## src/torus_router_port_select_macros.svh

```systemverilog
// assertion macros for the port select rtl
`ifndef TORUS_ROUTER_PORT_SELECT_MACROS_SVH
`define TORUS_ROUTER_PORT_SELECT_MACROS_SVH

// consequent must hold in the same cycle as the antecedent
`define TRPS_ASSERT_SAME(lbl, clk, rstn, ante, cons, msg) \
    lbl: assert property (@(posedge clk) disable iff (!rstn) (ante) |-> (cons)) \
        else $error(msg);

// consequent must hold in the cycle after the antecedent
`define TRPS_ASSERT_NEXT(lbl, clk, rstn, ante, cons, msg) \
    lbl: assert property (@(posedge clk) disable iff (!rstn) (ante) |=> (cons)) \
        else $error(msg);

`endif

```

## src/trps_pkg.sv

```systemverilog
// ----------------------------------------------------------------------------
// trps_pkg
// shared widths, port codes, register indexes, stage payload types and the
// ring direction helper for the torus router port select
// ----------------------------------------------------------------------------
`default_nettype none

package trps_pkg;

    // field widths
    localparam int DEST_W     = 16;
    localparam int RID_W      = 12;
    localparam int SIZE_W     = 7;
    localparam int LPC_W      = 4;
    localparam int PCNT_W     = 5;
    localparam int PORT_IDX_W = 4;
    localparam int MASK_W     = 16;
    localparam int CFG_IDX_W  = 3;
    localparam int CFG_DATA_W = 12;

    // router geometry
    localparam int DIR_PORTS = 4;
    localparam int MAX_PORTS = 16;

    // quotient bits resolved per divider stage
    localparam int DIV_STEPS = 4;

    // direction port codes
    localparam logic [PORT_IDX_W-1:0] PORT_N = 4'd0;
    localparam logic [PORT_IDX_W-1:0] PORT_E = 4'd1;
    localparam logic [PORT_IDX_W-1:0] PORT_S = 4'd2;
    localparam logic [PORT_IDX_W-1:0] PORT_W = 4'd3;

    // request actions
    localparam logic ACT_UNICAST   = 1'b0;
    localparam logic ACT_BROADCAST = 1'b1;

    // configuration register indexes
    localparam logic [CFG_IDX_W-1:0] CFG_ROUTER_ID  = 3'd0;
    localparam logic [CFG_IDX_W-1:0] CFG_X_SIZE     = 3'd1;
    localparam logic [CFG_IDX_W-1:0] CFG_Y_SIZE     = 3'd2;
    localparam logic [CFG_IDX_W-1:0] CFG_LOCAL_PORT = 3'd3;
    localparam logic [CFG_IDX_W-1:0] CFG_PORT_COUNT = 3'd4;

    // configuration reset values
    localparam logic [RID_W-1:0]  RST_ROUTER_ID  = '0;
    localparam logic [SIZE_W-1:0] RST_X_SIZE     = 7'd1;
    localparam logic [SIZE_W-1:0] RST_Y_SIZE     = 7'd1;
    localparam logic [LPC_W-1:0]  RST_LOCAL_PORT = 4'd1;
    localparam logic [PCNT_W-1:0] RST_PORT_COUNT = 5'd5;

    // side data through the endpoint divider
    typedef struct packed {
        logic                  action;
        logic [PORT_IDX_W-1:0] arrival_port;
    } req_side_t;

    // side data through the grid divider
    typedef struct packed {
        logic                  action;
        logic [PORT_IDX_W-1:0] arrival_port;
        logic [LPC_W-1:0]      local_off;
    } route_side_t;

    // everything the decision stage needs
    typedef struct packed {
        logic                  action;
        logic [PORT_IDX_W-1:0] arrival_port;
        logic [LPC_W-1:0]      local_off;
        logic [DEST_W-1:0]     dest_row;
        logic [SIZE_W-1:0]     dest_col;
        logic [DEST_W-1:0]     here_row;
        logic [SIZE_W-1:0]     here_col;
    } route_t;

    // true when the positive way round the ring is no longer than the negative
    function automatic logic go_pos(input logic [DEST_W-1:0] here,
                                    input logic [DEST_W-1:0] there,
                                    input logic [SIZE_W-1:0] dim);
        logic signed [DEST_W+1:0] dim_s;
        logic signed [DEST_W+1:0] diff;
        logic signed [DEST_W+1:0] pos;
        logic signed [DEST_W+1:0] neg;
        dim_s = signed'({{(DEST_W+2-SIZE_W){1'b0}}, dim});
        diff  = signed'({2'b00, there}) - signed'({2'b00, here});
        pos   = diff;
        if (pos < 0)
        begin
            pos = pos + dim_s;
        end
        neg = -diff;
        if (neg < 0)
        begin
            neg = neg + dim_s;
        end
        return pos <= neg;
    endfunction

endpackage

`default_nettype wire

```

## src/torus_router_port_select.sv

```systemverilog
// ----------------------------------------------------------------------------
// torus_router_port_select
// output port decision for one 2d torus router: x then y dimension order
// routing for unicast, port fanout mask for broadcast
// ----------------------------------------------------------------------------
//
//   channel   handshake            payload
//   -------   ------------------   --------------------------------------
//   req       req_valid/req_stall  action, dest_endpoint, arrival_port
//   rsp       rsp_valid/rsp_stall  out_port, fanout_mask, bad_dest
//   cfg       cfg_valid/cfg_ready  cfg_index, cfg_data
//
// one request beat per cycle while req_stall is low
// the request path is two 16-bit restoring dividers, four quotient bits a stage
// (endpoint to router, router to row and column), plus the decision register
// reset empties every stage and loads the register reset values; no sweep
// a stalled result holds only the stages behind it that are full
// cfg_ready is always high
// ----------------------------------------------------------------------------
`default_nettype none

module torus_router_port_select
    import trps_pkg::*;
(
    input  wire logic                  clk,
    input  wire logic                  rst_n,
    input  wire logic                  req_valid,
    output logic                       req_stall,
    input  wire logic                  action,
    input  wire logic [DEST_W-1:0]     dest_endpoint,
    input  wire logic [PORT_IDX_W-1:0] arrival_port,
    output logic                       rsp_valid,
    input  wire logic                  rsp_stall,
    output logic [PORT_IDX_W-1:0]      out_port,
    output logic [MASK_W-1:0]          fanout_mask,
    output logic                       bad_dest,
    input  wire logic                  cfg_valid,
    output logic                       cfg_ready,
    input  wire logic [CFG_IDX_W-1:0]  cfg_index,
    input  wire logic [CFG_DATA_W-1:0] cfg_data
);

    logic [RID_W-1:0]  router_id_reg;
    logic [SIZE_W-1:0] x_size_reg;
    logic [SIZE_W-1:0] y_size_reg;
    logic [LPC_W-1:0]  local_port_reg;
    logic [PCNT_W-1:0] port_count_reg;

    logic [SIZE_W-1:0] x_div;
    logic [SIZE_W-1:0] y_div;
    logic [LPC_W-1:0]  lpc_div;

    req_side_t         req_side;
    logic [DEST_W-1:0] a_dividend [1];
    logic              a_valid;
    logic              a_stall;
    logic [DEST_W-1:0] a_quot [1];
    logic [LPC_W-1:0]  a_rem [1];
    req_side_t         a_side;

    route_side_t       b_side_in;
    logic [DEST_W-1:0] b_dividend [2];
    logic              b_valid;
    logic              b_stall;
    logic [DEST_W-1:0] b_quot [2];
    logic [SIZE_W-1:0] b_rem [2];
    route_side_t       b_side;

    route_t            route;

    // configuration registers
    assign cfg_ready = 1'b1;

    always_ff @(posedge clk or negedge rst_n)
    begin
        if (!rst_n)
        begin
            router_id_reg  <= RST_ROUTER_ID;
            x_size_reg     <= RST_X_SIZE;
            y_size_reg     <= RST_Y_SIZE;
            local_port_reg <= RST_LOCAL_PORT;
            port_count_reg <= RST_PORT_COUNT;
        end
        else if (cfg_valid && cfg_ready)
        begin
            case (cfg_index)
                CFG_ROUTER_ID:  router_id_reg  <= cfg_data[RID_W-1:0];
                CFG_X_SIZE:     x_size_reg     <= cfg_data[SIZE_W-1:0];
                CFG_Y_SIZE:     y_size_reg     <= cfg_data[SIZE_W-1:0];
                CFG_LOCAL_PORT: local_port_reg <= cfg_data[LPC_W-1:0];
                CFG_PORT_COUNT: port_count_reg <= cfg_data[PCNT_W-1:0];
                default:        ;
            endcase
        end
    end

    // zero sizes count as one
    assign x_div   = (x_size_reg == '0) ? SIZE_W'(1) : x_size_reg;
    assign y_div   = (y_size_reg == '0) ? SIZE_W'(1) : y_size_reg;
    assign lpc_div = (local_port_reg == '0) ? LPC_W'(1) : local_port_reg;

    // endpoint to destination router
    assign req_side.action       = action;
    assign req_side.arrival_port = arrival_port;
    assign a_dividend[0]         = dest_endpoint;

    trps_div_pipe #(
        .N_WIDTH    (DEST_W),
        .D_WIDTH    (LPC_W),
        .LANES      (1),
        .SIDE_WIDTH ($bits(req_side_t)),
        .STEPS      (DIV_STEPS)
    ) u_ep_div (
        .clk           (clk),
        .rst_n         (rst_n),
        .in_valid      (req_valid),
        .in_stall      (req_stall),
        .in_dividend   (a_dividend),
        .in_divisor    (lpc_div),
        .in_side       (req_side),
        .out_valid     (a_valid),
        .out_stall     (a_stall),
        .out_quotient  (a_quot),
        .out_remainder (a_rem),
        .out_side      (a_side)
    );

    // destination router and this router to row and column
    assign b_side_in.action       = a_side.action;
    assign b_side_in.arrival_port = a_side.arrival_port;
    assign b_side_in.local_off    = a_rem[0];
    assign b_dividend[0]          = a_quot[0];
    assign b_dividend[1]          = {{(DEST_W-RID_W){1'b0}}, router_id_reg};

    trps_div_pipe #(
        .N_WIDTH    (DEST_W),
        .D_WIDTH    (SIZE_W),
        .LANES      (2),
        .SIDE_WIDTH ($bits(route_side_t)),
        .STEPS      (DIV_STEPS)
    ) u_grid_div (
        .clk           (clk),
        .rst_n         (rst_n),
        .in_valid      (a_valid),
        .in_stall      (a_stall),
        .in_dividend   (b_dividend),
        .in_divisor    (x_div),
        .in_side       (b_side_in),
        .out_valid     (b_valid),
        .out_stall     (b_stall),
        .out_quotient  (b_quot),
        .out_remainder (b_rem),
        .out_side      (b_side)
    );

    // port decision
    assign route.action       = b_side.action;
    assign route.arrival_port = b_side.arrival_port;
    assign route.local_off    = b_side.local_off;
    assign route.dest_row     = b_quot[0];
    assign route.dest_col     = b_rem[0];
    assign route.here_row     = b_quot[1];
    assign route.here_col     = b_rem[1];

    trps_decide u_decide (
        .clk         (clk),
        .rst_n       (rst_n),
        .in_valid    (b_valid),
        .in_stall    (b_stall),
        .route       (route),
        .x_div       (x_div),
        .y_div       (y_div),
        .port_count  (port_count_reg),
        .out_valid   (rsp_valid),
        .out_stall   (rsp_stall),
        .out_port    (out_port),
        .fanout_mask (fanout_mask),
        .bad_dest    (bad_dest)
    );

endmodule

`default_nettype wire

```

## src/trps_div_pipe.sv

```systemverilog
// ----------------------------------------------------------------------------
// trps_div_pipe
// pipelined restoring divider, a few quotient bits per stage, several lanes
// sharing one divisor, with side data and valid bits carried alongside
// ----------------------------------------------------------------------------
`default_nettype none

module trps_div_pipe #(
    parameter int N_WIDTH    = 16,
    parameter int D_WIDTH    = 4,
    parameter int LANES      = 1,
    parameter int SIDE_WIDTH = 1,
    parameter int STEPS      = 4
) (
    input  wire logic                  clk,
    input  wire logic                  rst_n,
    input  wire logic                  in_valid,
    output logic                       in_stall,
    input  wire logic [N_WIDTH-1:0]    in_dividend [LANES],
    input  wire logic [D_WIDTH-1:0]    in_divisor,
    input  wire logic [SIDE_WIDTH-1:0] in_side,
    output logic                       out_valid,
    input  wire logic                  out_stall,
    output logic [N_WIDTH-1:0]         out_quotient [LANES],
    output logic [D_WIDTH-1:0]         out_remainder [LANES],
    output logic [SIDE_WIDTH-1:0]      out_side
);

    localparam int STAGES = (N_WIDTH + STEPS - 1) / STEPS;

    logic [STAGES-1:0]     valid_reg;
    logic [STAGES:0]       adv;
    logic [D_WIDTH-1:0]    rem_reg  [STAGES][LANES];
    logic [N_WIDTH-1:0]    work_reg [STAGES][LANES];
    logic [SIDE_WIDTH-1:0] side_reg [STAGES];

    // a stage moves when it is empty or the one after it moves
    assign adv[STAGES] = !out_stall;
    assign in_stall    = !adv[0];

    for (genvar s = 0; s < STAGES; s++)
    begin : g_stage
        logic                  valid_src;
        logic [SIDE_WIDTH-1:0] side_src;
        logic [D_WIDTH-1:0]    rem_src   [LANES];
        logic [N_WIDTH-1:0]    work_src  [LANES];
        logic [D_WIDTH-1:0]    rem_next  [LANES];
        logic [N_WIDTH-1:0]    work_next [LANES];

        assign adv[s] = !valid_reg[s] || adv[s+1];

        // stage sources: ports for the first, previous registers otherwise
        if (s == 0)
        begin : g_first
            assign valid_src = in_valid;
            assign side_src  = in_side;
            for (genvar l = 0; l < LANES; l++)
            begin : g_lane
                assign rem_src[l]  = '0;
                assign work_src[l] = in_dividend[l];
            end
        end
        else
        begin : g_rest
            assign valid_src = valid_reg[s-1];
            assign side_src  = side_reg[s-1];
            for (genvar l = 0; l < LANES; l++)
            begin : g_lane
                assign rem_src[l]  = rem_reg[s-1][l];
                assign work_src[l] = work_reg[s-1][l];
            end
        end

        // compare and subtract steps, quotient bits shift in at the bottom
        always_comb
        begin
            logic [D_WIDTH:0]   trial;
            logic [D_WIDTH-1:0] r;
            logic [N_WIDTH-1:0] w;
            for (int l = 0; l < LANES; l++)
            begin
                r     = rem_src[l];
                w     = work_src[l];
                trial = '0;
                for (int t = 0; t < STEPS; t++)
                begin
                    if (s * STEPS + t < N_WIDTH)
                    begin
                        trial = {r, w[N_WIDTH-1]};
                        w     = w << 1;
                        if (trial >= {1'b0, in_divisor})
                        begin
                            trial = trial - {1'b0, in_divisor};
                            w[0]  = 1'b1;
                        end
                        r = trial[D_WIDTH-1:0];
                    end
                end
                rem_next[l]  = r;
                work_next[l] = w;
            end
        end

        // stage valid bit
        always_ff @(posedge clk or negedge rst_n)
        begin
            if (!rst_n)
            begin
                valid_reg[s] <= 1'b0;
            end
            else if (adv[s])
            begin
                valid_reg[s] <= valid_src;
            end
        end

        // stage payload
        always_ff @(posedge clk)
        begin
            if (adv[s] && valid_src)
            begin
                side_reg[s] <= side_src;
                for (int l = 0; l < LANES; l++)
                begin
                    rem_reg[s][l]  <= rem_next[l];
                    work_reg[s][l] <= work_next[l];
                end
            end
        end
    end

    // last stage is the output register
    assign out_valid = valid_reg[STAGES-1];
    assign out_side  = side_reg[STAGES-1];
    for (genvar l = 0; l < LANES; l++)
    begin : g_out
        assign out_quotient[l]  = work_reg[STAGES-1][l];
        assign out_remainder[l] = rem_reg[STAGES-1][l];
    end

endmodule

`default_nettype wire

```

## src/trps_decide.sv

```systemverilog
// ----------------------------------------------------------------------------
// trps_decide
// final stage: picks the unicast output port from grid positions or flags a bad
// destination, or builds the broadcast fanout mask, into the output register
// ----------------------------------------------------------------------------
`default_nettype none
`include "torus_router_port_select_macros.svh"

module trps_decide
    import trps_pkg::*;
(
    input  wire logic                  clk,
    input  wire logic                  rst_n,
    input  wire logic                  in_valid,
    output logic                       in_stall,
    input  wire route_t                route,
    input  wire logic [SIZE_W-1:0]     x_div,
    input  wire logic [SIZE_W-1:0]     y_div,
    input  wire logic [PCNT_W-1:0]     port_count,
    output logic                       out_valid,
    input  wire logic                  out_stall,
    output logic [PORT_IDX_W-1:0]      out_port,
    output logic [MASK_W-1:0]          fanout_mask,
    output logic                       bad_dest
);

    logic                  valid_reg;
    logic                  adv;
    logic [PORT_IDX_W-1:0] port_reg;
    logic [PORT_IDX_W-1:0] port_next;
    logic [MASK_W-1:0]     mask_reg;
    logic [MASK_W-1:0]     mask_next;
    logic                  bad_reg;
    logic                  bad_next;

    logic [DEST_W-1:0] here_col_w;
    logic [DEST_W-1:0] dest_col_w;
    logic              remote;
    logic [PCNT_W-1:0] local_port;
    logic              n_ok;
    logic              s_ok;
    logic              e_ok;
    logic              w_ok;
    logic              want_n;
    logic              want_e;
    logic              want_s;
    logic              want_w;

    assign adv      = !valid_reg || !out_stall;
    assign in_stall = !adv;

    // grid positions and edge checks
    assign here_col_w = {{(DEST_W-SIZE_W){1'b0}}, route.here_col};
    assign dest_col_w = {{(DEST_W-SIZE_W){1'b0}}, route.dest_col};
    assign remote     = (route.dest_row != route.here_row)
                     || (route.dest_col != route.here_col);
    assign local_port = {1'b0, route.local_off} + PCNT_W'(DIR_PORTS);
    assign n_ok = route.here_row != {{(DEST_W-SIZE_W){1'b0}}, y_div - SIZE_W'(1)};
    assign s_ok = route.here_row != '0;
    assign e_ok = route.here_col != (x_div - SIZE_W'(1));
    assign w_ok = route.here_col != '0;

    // directions a broadcast copy wants, by arrival port
    always_comb
    begin
        want_n = 1'b0;
        want_e = 1'b0;
        want_s = 1'b0;
        want_w = 1'b0;
        case (route.arrival_port)
            PORT_N:
            begin
                want_s = 1'b1;
            end
            PORT_S:
            begin
                want_n = 1'b1;
            end
            PORT_E:
            begin
                want_w = 1'b1;
                want_n = 1'b1;
                want_s = 1'b1;
            end
            PORT_W:
            begin
                want_e = 1'b1;
                want_n = 1'b1;
                want_s = 1'b1;
            end
            default:
            begin
                want_n = 1'b1;
                want_e = 1'b1;
                want_s = 1'b1;
                want_w = 1'b1;
            end
        endcase
    end

    // result beat
    always_comb
    begin
        port_next = '0;
        mask_next = '0;
        bad_next  = 1'b0;
        if (route.action == ACT_UNICAST)
        begin
            if (remote)
            begin
                if (route.dest_col != route.here_col)
                begin
                    port_next = go_pos(here_col_w, dest_col_w, x_div) ? PORT_E : PORT_W;
                end
                else
                begin
                    port_next = go_pos(route.here_row, route.dest_row, y_div)
                              ? PORT_N : PORT_S;
                end
            end
            else if (local_port >= port_count)
            begin
                bad_next = 1'b1;
            end
            else
            begin
                port_next = local_port[PORT_IDX_W-1:0];
            end
        end
        else
        begin
            for (int i = DIR_PORTS; i < MASK_W; i++)
            begin
                mask_next[i] = (PCNT_W'(i) < port_count) && (i < MAX_PORTS)
                            && (route.arrival_port != PORT_IDX_W'(i));
            end
            mask_next[PORT_N] = want_n && n_ok;
            mask_next[PORT_E] = want_e && e_ok;
            mask_next[PORT_S] = want_s && s_ok;
            mask_next[PORT_W] = want_w && w_ok;
        end
    end

    // output valid bit
    always_ff @(posedge clk or negedge rst_n)
    begin
        if (!rst_n)
        begin
            valid_reg <= 1'b0;
        end
        else if (adv)
        begin
            valid_reg <= in_valid;
        end
    end

    // output payload
    always_ff @(posedge clk)
    begin
        if (adv && in_valid)
        begin
            port_reg <= port_next;
            mask_reg <= mask_next;
            bad_reg  <= bad_next;
        end
    end

    assign out_valid   = valid_reg;
    assign out_port    = port_reg;
    assign fanout_mask = mask_reg;
    assign bad_dest    = bad_reg;

    // checks
    `TRPS_ASSERT_SAME(a_bad_clears_fields, clk, rst_n, out_valid && bad_dest,
        out_port == '0 && fanout_mask == '0, "bad destination beat carries a port or mask")
    `TRPS_ASSERT_SAME(a_mask_has_no_port, clk, rst_n, out_valid && fanout_mask != '0,
        out_port == '0 && !bad_dest, "broadcast beat carries unicast fields")
    `TRPS_ASSERT_NEXT(a_taken_lands, clk, rst_n, in_valid && !in_stall,
        out_valid, "accepted beat did not reach the output register")

endmodule

`default_nettype wire
```

## config.mk

```make
export PLATFORM = sky130hd
export DESIGN_NAME = torus_router_port_select
export DESIGN_NICKNAME = d
export VERILOG_FILES = /design/src/trps_pkg.sv /design/src/torus_router_port_select.sv /design/src/trps_div_pipe.sv /design/src/trps_decide.sv
export VERILOG_INCLUDE_DIRS = /design/src /design/src/src
export SDC_FILE = /design/constraint.sdc
export NUM_CORES = 1
export LEC_CHECK = 0
export BUFFER_PORTS_ARGS = -buffer_cell sky130_fd_sc_hd__buf_2
export CAP_MARGIN = 20
export CELL_PAD_IN_SITES_DETAIL_PLACEMENT = 2
export CELL_PAD_IN_SITES_GLOBAL_PLACEMENT = 2
export CORE_MARGIN = 1.5
export CORE_UTILIZATION = 35
export DETAILED_ROUTE_END_ITERATION = 8
export GPL_TIMING_DRIVEN = 0
export PLACE_DENSITY_LB_ADDON = 0.1
export SLEW_MARGIN = 20
export SYNTH_ARGS = -nofsm -noshare
export SYNTH_HDL_FRONTEND = slang
export SYNTH_SLANG_ARGS = --single-unit
```

## constraint.sdc

```tcl
create_clock -name clk -period 8.8 [get_ports clk]
set_clock_uncertainty 0.15 [all_clocks]
set_input_delay 0.88 -clock clk [delete_from_list [all_inputs] [get_ports clk]]
set_output_delay 0.88 -clock clk [all_outputs]
set_load 0.05 [all_outputs]
```

==> results.ini <==
[outcome]
status = complete, but fails checks
violations = setup timing

[grt]
grt_pass1_vias = 26809
antenna_found_initial = 0
grt_start_max_net_pins = 48
track_usage_pct = 23.0
grt-ovfl-total = 0
grt_pass1_wl_um = 156000

[clock_tree]
cts_sinks = 385
clock_path_buffers = 3
path_clk_slew_ns = 0.06
cts_tree = done
numCtsBuffers = 48
clock-root-buffer = clkbuf_16
postCtsHoldBufs = 0
cts_max_level = 2
clk_latency_ns = 0.61

[drt]
vias = 24157
dr.first_iter.drc_count = 847
drt_wl_total_um = 105000
drc_errors = 0
drt_pass1_iterations = 5
ant_nets = 0
vias_per_cell = 5.40
wl_per_cell_um = 23.5

[synthesis]
ys.flop_type = edfxtp_1
yosys-top-cells-area = edfxtp_1 34%, ha_1 15%, xnor2_1 4.3%
yosys_warnings = 0
synth_top_area_cell = edfxtp_1
synth_seq_cells = 385
synthArstFlopShare_pct = 11.4
avgSynthCellArea_um2 = 10.3
synth_top_area_share_pct = 33.9
synth_enable_flop_cells = 341
synthesis.area_um2 = 30200
synth_cell_type_count = 94
postSynthCellCount = 2925
ys_seq_area_share_pct = 37.6

[sta]
finalMaxSlewViolations = 0
setup_ws_ns = -0.225
setup_viol = 13
hold_viol = 0
fin_crit_ns = 9.03
fmax_mhz = 111
worst_pin_slew_ns = 1.06
slew_headroom_pct = 28.1
rsz0062_at_grt = yes
finalCritPeriodShare_pct = 103

[placement]
dpl.hpwl_um = 73500
io_buffer_count = 63
gp_congestion = 0.862

[floorplan]
die_height_um = 297
core_um2 = 85300
io_pins = 65
die_w_um = 297
start_util_pct = 35.4
design.die.area_um2 = 88000
rows = 107

[critical_path]
worstPathArrival_ns = 9.22
crit_path_end_kind = flop
required_ns = 8.99
critPathSlowestCell = dfrtp_2
criticalPathCategory = reg2reg
crit_fanout = 7
max_stage_delay_ns = 0.43
critPathLaunchType = flop

[finish]
layout_commonest_cell = edfxtp_1
num_antenna_cells = 0
post-route-util_pct = 44.0
mostFrequentLayoutCells = 341 x edfxtp_1, 337 x ha_1, 250 x inv_1, 217 x buf_4, 151 x a21oi_1
nNetsFinal = 3749
n_fill_cell = 8820
layout-drive-gt1-share_pct = 24.8
areaGrowthSynthToFinish_pct = 24.3
largest_reg_flops = 128

[flow_run]
maxCapViolCount = 0

[worst_hold_path]
min_path_type = in2async

==> final timing paths <==
| kind | startpoint | endpoint | slack [ns] | cells past startpoint |
|---|---|---|---|---|
| setup / recovery | x_size_reg[3] | u_grid_div.rem_reg[1][10] | -0.23 | 49 |
| hold / removal | rst_n | port_count_reg[1] | 0.19 | 1 |
| setup reg to reg | x_size_reg[3] | u_grid_div.rem_reg[1][10] | -0.23 | 49 |
| hold reg to reg | u_grid_div.work_reg[1][8] | u_grid_div.work_reg[2][12] | 0.27 | 0 |
| max in group asynchronous | rst_n | x_size_reg[2] | 7.74 | 1 |
| min in group clk | u_grid_div.work_reg[1][8] | u_grid_div.work_reg[2][12] | 0.27 | 0 |
==> cell type report <==
| type | count | area (um^2) | share of cell area (%) |
|---|---|---|---|
| Buffer | 43 | 240 | 0.640 |
| Clock buffer | 62 | 1350 | 3.58 |
| Multi-Input combinational cell | 2214 | 19200 | 51.1 |
| Inverter | 283 | 1090 | 2.91 |
| Timing Repair Buffer | 316 | 2610 | 6.96 |
| Clock inverter | 27 | 274 | 0.730 |
| Tap cell | 1144 | 1430 | 3.81 |
| Sequential cell | 385 | 11400 | 30.3 |
==> what timing repair did <==
action | CTS | global route
cloned | 2 | 1
resized for setup | 186 | 189
pin swaps | 71 | 143
endpoints found under the setup margin | 75 | 77
buffers inserted | 149 | 93
==> layer usage <==
metal	track usage, %	vias up	part of all wire, %
met1	28.4	12339	44
met5	0	-	0
met3	2.14	134	1.9
met4	7.17	0	2.8
met2	42.0	265	52
li1	-	11419	-
==> metrics by stage <==
step | hold slack (ns) | setup slack [ns] | setup TNS [ns] | cells | area [um^2]
2_1_floorplan | 0.250 | 0.00286 | 0 | 2926 | 30300
3_3_place_gp | 0.251 | -2.24 | -108.30 | 4133 | 32000
3_5_place_dp | 0.255 | -2.61 | -128.38 | 4147 | 32400
4_1_cts | 0.172 | -0.119 | -1.08 | 4384 | 36000
5_1_grt | 0.196 | -0.533 | -11.09 | 4474 | 37500
6_report | 0.185 | -0.225 | -1.76 | 4474 | 37500
==> cell families after synthesis <==
family                   count (synthesis)  share of synthesized area (%)
AO/OA/AOI/OAI                          709                           15.2
flip-flops                             385                           37.6
multiplexers                           166                           6.00
adder cells (fa/ha/maj)                417                           18.5
XOR/XNOR                               227                           6.59
AND/OR/NAND/NOR                        690                           12.0
buffers and inverters                  329                           4.15
other                                    2                         0.0249
==> worst max-delay path: cells and delay by family (launching register included) <==
family	cells	cell delay [ns]
multiplexers	2	0.51
adder cells (fa/ha/maj)	5	1.53
buffers and inverters	12	1.36
AND/OR/NAND/NOR	8	1.11
flip-flops	1	0.43
AO/OA/AOI/OAI	22	3.64
==> synthesized netlist by cell type, types with 21 or more instances <==
library cell,instances
mux2_2,104
ha_1,369
inv_1,276
nand2b_1,62
nor2_1,151
clkbuf_1,39
o21a_1,29
nand2_1,154
fa_1,48
nor2b_1,65
a21oi_1,185
mux2i_1,47
o21ai_0,165
nand3_1,44
xor2_1,80
a31oi_1,21
and2_1,24
o21bai_1,31
xnor2_1,147
a21o_1,109
nor3_1,50
dfrtp_1,39
edfxtp_1,341
nand4_1,39
Power is not shown: default switching activity piles up to over one toggle a cycle in this logic, so the estimate is an artifact.
